### src/rtl/core/oeps_pkg.sv
// ----------------------------------------------------------------------------
// oeps_pkg: shared types and constants of the odd/even partition sorter
// Holds the default capacity, the word width, the sort key layout and the
// structures passed along the row of sorting cells.
// ----------------------------------------------------------------------------
package oeps_pkg;

	localparam int OEPS_CAPACITY = 32;
	localparam int WORD_W        = 32;
	localparam int KEY_W         = WORD_W + 1;

	typedef struct packed {
		logic              vld;
		logic [WORD_W-1:0] val;
	} oeps_entry_t;

	typedef struct packed {
		logic              insert;
		logic              shift;
		logic [KEY_W-1:0]  key;
		logic [WORD_W-1:0] val;
	} oeps_ctrl_t;

	// Odd values order before even ones, then signed ascending order.
	function automatic logic [KEY_W-1:0] sort_key(input logic [WORD_W-1:0] v);
		sort_key = {~v[0], ~v[WORD_W-1], v[WORD_W-2:0]};
	endfunction

endpackage

### src/rtl/core/odd_even_partition_sorter.sv
// ----------------------------------------------------------------------------
// odd_even_partition_sorter: streaming odd/even partition sorter
// Collects a set of signed values and streams them back, odd values first.
// ----------------------------------------------------------------------------
// Values are accepted one per cycle into a row of CAPACITY cells that keeps
// them in order as they arrive: odd values first, each group ascending as
// signed numbers. The transfer marked by tlast is stored like any other and
// starts the output run; the run then streams out at one value per cycle,
// while the receiver is ready, from the head cell, the last value marked by
// tlast and every value flagged in tuser if any value of the set found the
// row full and was dropped. No input is taken while a run is draining, so
// the input and the output of a set never overlap.
// ----------------------------------------------------------------------------
module odd_even_partition_sorter #(
	parameter int CAPACITY = oeps_pkg::OEPS_CAPACITY
) (
	input  logic                      clk,
	input  logic                      arst_n,
	input  logic                      s_axis_tvalid,
	output logic                      s_axis_tready,
	input  logic [oeps_pkg::WORD_W-1:0] s_axis_tdata,  // sample_value
	input  logic                      s_axis_tlast,  // final_item
	output logic                      m_axis_tvalid,
	input  logic                      m_axis_tready,
	output logic [oeps_pkg::WORD_W-1:0] m_axis_tdata,  // sorted_value
	output logic                      m_axis_tlast,  // end_of_run
	output logic                      m_axis_tuser   // dropped
);
	import oeps_pkg::*;

	oeps_entry_t entries [CAPACITY+1];
	logic [CAPACITY-1:0] gts;
	logic [CAPACITY:0] vlds;
	oeps_ctrl_t ctrl;
	logic drain_q;
	logic overflow_q;
	logic in_xfer;
	logic out_xfer;
	logic full;

	assign in_xfer  = s_axis_tvalid && s_axis_tready;
	assign out_xfer = m_axis_tvalid && m_axis_tready;
	assign full     = entries[CAPACITY-1].vld;

	assign entries[CAPACITY] = '{vld: 1'b0, val: '0};

	assign ctrl.insert = in_xfer && !full;
	assign ctrl.shift  = out_xfer;
	assign ctrl.key    = sort_key(s_axis_tdata);
	assign ctrl.val    = s_axis_tdata;

	for (genvar i = 0; i < CAPACITY; i++) begin : g_cell
		oeps_entry_t prev_e;
		logic        prev_g;
		if (i == 0) begin : g_head
			assign prev_e = '{vld: 1'b0, val: '0};
			assign prev_g = 1'b0;
		end else begin : g_body
			assign prev_e = entries[i-1];
			assign prev_g = gts[i-1];
		end
		oeps_cell u_cell (
			.clk        (clk),
			.arst_n     (arst_n),
			.ctrl       (ctrl),
			.prev_entry (prev_e),
			.prev_gt    (prev_g),
			.next_entry (entries[i+1]),
			.entry      (entries[i]),
			.gt         (gts[i])
		);
	end

	for (genvar i = 0; i <= CAPACITY; i++) begin : g_vld
		assign vlds[i] = entries[i].vld;
	end

	always_ff @(posedge clk or negedge arst_n) begin
		if (!arst_n) begin
			drain_q    <= 1'b0;
			overflow_q <= 1'b0;
		end else begin
			if (in_xfer && s_axis_tlast) begin
				drain_q <= 1'b1;
			end else if (out_xfer && m_axis_tlast) begin
				drain_q <= 1'b0;
			end
			if (in_xfer && full) begin
				overflow_q <= 1'b1;
			end else if (out_xfer && m_axis_tlast) begin
				overflow_q <= 1'b0;
			end
		end
	end

	assign s_axis_tready = !drain_q;
	assign m_axis_tvalid = drain_q && entries[0].vld;
	assign m_axis_tdata  = entries[0].val;
	assign m_axis_tlast  = !entries[1].vld;
	assign m_axis_tuser  = overflow_q;

`ifndef SYNTHESIS
	a_fill_contiguous: assert property (@(posedge clk) disable iff (!arst_n)
		(vlds & (vlds + (CAPACITY+1)'(1))) == '0)
		else $error("cell row holds a gap");

	a_drain_nonempty: assert property (@(posedge clk) disable iff (!arst_n)
		drain_q |-> entries[0].vld)
		else $error("draining with an empty head cell");

	a_run_end: assert property (@(posedge clk) disable iff (!arst_n)
		(out_xfer && m_axis_tlast) |=> (s_axis_tready && !entries[0].vld && !overflow_q))
		else $error("state not cleared after the end of a run");

	a_overflow_full: assert property (@(posedge clk) disable iff (!arst_n)
		(in_xfer && full) |=> (overflow_q && entries[CAPACITY-1].vld))
		else $error("dropped transfer not recorded");
`endif

endmodule

### src/rtl/core/oeps_cell.sv
// ----------------------------------------------------------------------------
// oeps_cell: one slot of the insertion row
// Holds one value. On insertion it keeps its value, takes the new one or takes
// its left neighbour's; while draining it takes its right neighbour's value.
// ----------------------------------------------------------------------------
module oeps_cell (
	input  logic                 clk,
	input  logic                 arst_n,
	input  oeps_pkg::oeps_ctrl_t ctrl,
	input  oeps_pkg::oeps_entry_t prev_entry,
	input  logic                 prev_gt,
	input  oeps_pkg::oeps_entry_t next_entry,
	output oeps_pkg::oeps_entry_t entry,
	output logic                 gt
);
	import oeps_pkg::*;

	oeps_entry_t entry_q;
	oeps_entry_t entry_d;

	// An empty slot counts as larger than any value.
	assign gt = !entry_q.vld || (sort_key(entry_q.val) > ctrl.key);

	always_comb begin
		entry_d = entry_q;
		if (ctrl.shift) begin
			entry_d = next_entry;
		end else if (ctrl.insert && gt) begin
			if (!prev_gt) begin
				entry_d.vld = 1'b1;
				entry_d.val = ctrl.val;
			end else begin
				entry_d = prev_entry;
			end
		end
	end

	always_ff @(posedge clk or negedge arst_n) begin
		if (!arst_n) begin
			entry_q <= '0;
		end else begin
			entry_q <= entry_d;
		end
	end

	assign entry = entry_q;

endmodule

### config.mk
export PLATFORM = sky130hd
export DESIGN_NAME = odd_even_partition_sorter
export DESIGN_NICKNAME = d
export VERILOG_FILES = /design/src/rtl/core/oeps_pkg.sv /design/src/rtl/core/odd_even_partition_sorter.sv /design/src/rtl/core/oeps_cell.sv
export SDC_FILE = /design/constraint.sdc
export NUM_CORES = 2
export LEC_CHECK = 0
export ABC_AREA = 0
export BUFFER_PORTS_ARGS = -buffer_cell sky130_fd_sc_hd__buf_2
export CORE_AREA = 2 2 335 337
export CTS_BUF_LIST = sky130_fd_sc_hd__clkbuf_16
export DETAILED_ROUTE_END_ITERATION = 6
export DIE_AREA = 0 0 337 339
export HOLD_SLACK_MARGIN = 0.03
export PLACE_DENSITY_LB_ADDON = 0.3
export RECOVER_POWER = 25
export SLEW_MARGIN = 20
export SYNTH_ARGS = -nofsm -noshare
export SYNTH_HDL_FRONTEND = slang
export SYNTH_SLANG_ARGS = --single-unit
### constraint.sdc
create_clock -name clk -period 4.9 [get_ports clk]
set_input_delay 0.49 -clock clk [delete_from_list [all_inputs] [get_ports clk]]
set_output_delay 0.49 -clock clk [all_outputs]
set_load 0.01 [all_outputs]
==> impl_metrics.ini <==
[placement]
port_buffers = 72
gp_congestion = 1.05
post-dp-hpwl_mm = 204
dpl.cell_count = 9923
pre_cts_ws_ns = 0.335

[logic_synthesis]
synth_warnings = 0
syn_area_um2 = 77000
yosys.area_share.simple_pct = 13.8
synth_mux_area_share_pct = 6.70
synth_ff_type = dfrtp_1
synth-compound-area-share_pct = 24.5
syn_inst = 8760
synth_top_family_by_area = compound AO/OA/AOI/OAI gates
ys_seq_area_share_pct = 34.4
synth_fa_ha_area_share_pct = 16.1
syn_avg_cell_area_um2 = 8.79
synth-edff-count = 0
synthXorXnorAreaFrac_pct = 0
async_flop_share_pct = 100
syn_nets = 9789
ys_seq_elements = 1058
ys_types = 70

[worst_setup_path]
crit_family = simple AND/OR/NAND/NOR gates
required_ns = 5.57
reg2reg_depth = 10
max_stage_delay_ns = 0.60
crit_top_cell = or4_1
path_class = flop to flop
critical_path_arrival_ns = 4.96
r2r_start = g_cell[21].u_cell.entry[22]$_DFFE_PN0P_
cp_max_fo = 33
ff2ff_setup_slack_ns = 0.62
crit_buf_inv = 1
worstReg2RegEnd = g_cell[21].u_cell.entry[9]$_DFFE_PN0P_
cp_cell_sequence = ha_1, nand4_1, or4_1, or4_1, nor2b_1, a22o_2, a21oi_2, buf_4, a22oi_1, o21ai_0
startpoint_type = flop
crit_path_end_kind = flop
slowest_stage = or4_1

[cts]
clock_tree.buffer_depth = 3
h-tree-depth = 3
cts_resized = 0
root_buffer = clkbuf_16
cts_tree = built
clk_pin_slew_ns = 0.06
clock_latency_ns = 0.77
cts-buffers-inserted = 119
clkSinkCount = 1058

[global_routing]
first_global_vias = 73320
grt_max_degree = 147
grt.total_usage_pct = 52.3
gr-total-overflow = 0
antenna_found_initial = 35
grt_pass1_wl_mm = 454

[sta]
setup-tns-final_ns = 0
timing.fmax_mhz = 233
slew_viol_final = 226
final_hold_viol_count = 0
worst_pin_slew_ns = 2.82
layout_setup_ws_ns = 0.616
slew_headroom_pct = -87.8
fin_skew_ns = 0.0301
period_share_pct = 87.4
min_period_ns = 4.28
setup_viol = 0
grt_setup_unrepaired = no

[power]
clkPwrFrac_pct = 15.0
vdd_ir_drop_max_mv = 0.786
p_comb_share_pct = 51.9
intPower_uw = 30500
p_switching_uw = 29000
swShare_pct = 48.8
p_seq_share_pct = 33.1
p_leak_uw = 0.0384
p_per_area_nw_per_um2 = 713

[floorplan]
pin_count = 73
die-area_um2 = 114000
core_area_um2 = 110000
initial_core_util_pct = 69.8
die_w_um = 337
num_rows = 122
die_h_um = 339

[layout]
nets = 9588
final_cells = 10160
final_cell_mix = dfrtp_1 (1058), nand2_1 (1053), ha_1 (992)
area_growth_pct = 8.35
fillers = 7948
drive_above_1_share_pct = 8.74
mostFrequentLayoutCell = dfrtp_1
utilization_pct = 75.6

[hold_path]
worstHoldStart = s_axis_tvalid
holdPathStages = 4
whs_endpoint = g_cell[31].u_cell.entry[32]$_DFFE_PN0P_
hold_path.class = primary input to flop

[routing]
drc = 55
dr.pass1.iters = 7
wire_per_inst_um = 29.6
drt-total-wl_mm = 301
ant_nets = 0
routed_via_density = 7.49
vias = 76118
drt_iter0_drc = 11482

[outcome]
failed_checks = DRC, capacitance limit, slew limit
status = finished, violations left

[flow_run]
maxCapViolCount = 4
[repair_timing]
action,4_1_cts,5_1_grt
endpoints found under the hold margin,67,0
setup buffers,0,0
hold buffers,2,0
endpoints found under the setup margin,0,0
[cell type report]
type                       instances  area, um2  area share, %
tap                             1488       1860           2.23
sequential                      1058      26500           31.7
timing repair buffer             346       3080           3.69
antenna                           11       27.5         0.0330
clock inverter                   104        788          0.945
clock buffer                     119       2980           3.57
multi-input combinational       6844      47500           56.9
inverter                         190        713          0.855
[through the flow]
step | power, uW | hold slack (ns) | instance area [um2]
after floorplan | 38800 | 0.194 | 77000
after global placement | 46900 | 0.462 | 79600
final | 59500 | 0.343 | 83400
after global routing | 63000 | 0.368 | 83400
after CTS | 57600 | 0.299 | 83400
after detailed placement | 48600 | 0.472 | 79600
[cell usage after synthesis, types with 8 or more instances]
cell type	n	area, um2
dfrtp_1	1058	26500
nand2_1	1054	3960
ha_1	992	12400
o21ai_0	887	4440
a21oi_1	603	3020
clkbuf_1	530	1990
nor2_1	459	1720
mux2i_1	438	4380
nand3_1	282	1410
a22oi_1	228	1710
o22ai_1	218	1360
o211ai_1	208	1560
nand4_1	193	1210
nor3_1	178	891
inv_1	160	601
a21o_1	158	1190
a211oi_1	130	976
a31oi_1	74	463
a22o_1	73	639
a221o_1	72	721
mux2_2	69	777
o211a_1	66	661
o221a_2	64	721
buf_2	56	280
o21ai_1	47	235
and2_1	44	275
nor4_1	43	269
buf_4	41	308
and3_1	39	244
buf_1	38	143
o32ai_1	33	289
inv_2	29	109
nor2b_1	28	175
o2111ai_1	20	175
a221oi_1	15	131
or2_2	13	81.3
nand2b_1	12	75.1
or4_1	10	75.1
and4_1	9	78.8
or3_1	9	56.3
a2111oi_0	8	70.1
o21a_1	8	60.1
[worst reg2reg max path, cell delays in order (launching register included)]
cell     delay [ns]
dfrtp_1        0.59
ha_1           0.47
nand4_1        0.23
or4_1          0.60
or4_1          0.45
nor2b_1        0.15
a22o_2         0.45
a21oi_2        0.26
buf_4          0.39
a22oi_1        0.42
o21ai_0        0.21
[power groups by stage]
stage | sequential, uW | clock [uW] | combinational (uW)
4_1_cts | 19000 | 8860 | 29800
6_report | 19700 | 8930 | 30900
3_3_place_gp | 18900 | 0 | 28000
5_1_grt | 19900 | 9230 | 33900
2_1_floorplan | 16400 | 0 | 22400
3_5_place_dp | 19100 | 0 | 29500
[worst max path at each step]
stage	to	slack (ns)	cells past startpoint	startpoint
2_1_floorplan	g_cell[26].u_cell.entry[3]$_DFFE_PN0P_	0.77	12	s_axis_tdata[30]
4_1_cts	g_cell[7].u_cell.entry[8]$_DFFE_PN0P_	0.90	9	g_cell[7].u_cell.entry[28]$_DFFE_PN0P_
5_1_grt	g_cell[31].u_cell.entry[28]$_DFFE_PN0P_	0.38	3	arst_n
6_report	g_cell[21].u_cell.entry[9]$_DFFE_PN0P_	0.62	10	g_cell[21].u_cell.entry[22]$_DFFE_PN0P_
3_5_place_dp	g_cell[7].u_cell.entry[8]$_DFFE_PN0P_	0.34	11	s_axis_tdata[27]
3_3_place_gp	g_cell[18].u_cell.entry[12]$_DFFE_PN0P_	0.41	12	s_axis_tdata[24]
[metal layers]
layer	vias to the layer above	track usage [%]	wire length (um)
li1	32586	-	-
met1	35873	66.0	105000
met2	5968	69.6	118000
met3	1645	22.9	50200
met4	46	39.8	27400
met5	-	0.809	411
[flip-flops by register name, summed over array words and instances, names as in the netlist]
name                 cells
drain_q                  1
m_axis_tuser             1
g_cell.u_cell.entry   1056
[kinds of logic after synthesis]
group,Yosys count
DFF,1058
AOI/OAI and AO/OA,2958
muxes,507
and+or+nand+nor,2387
buffers and inverters,858
adders and majority gates,992
No activity file was read; power rests on OpenSTA's default activity.
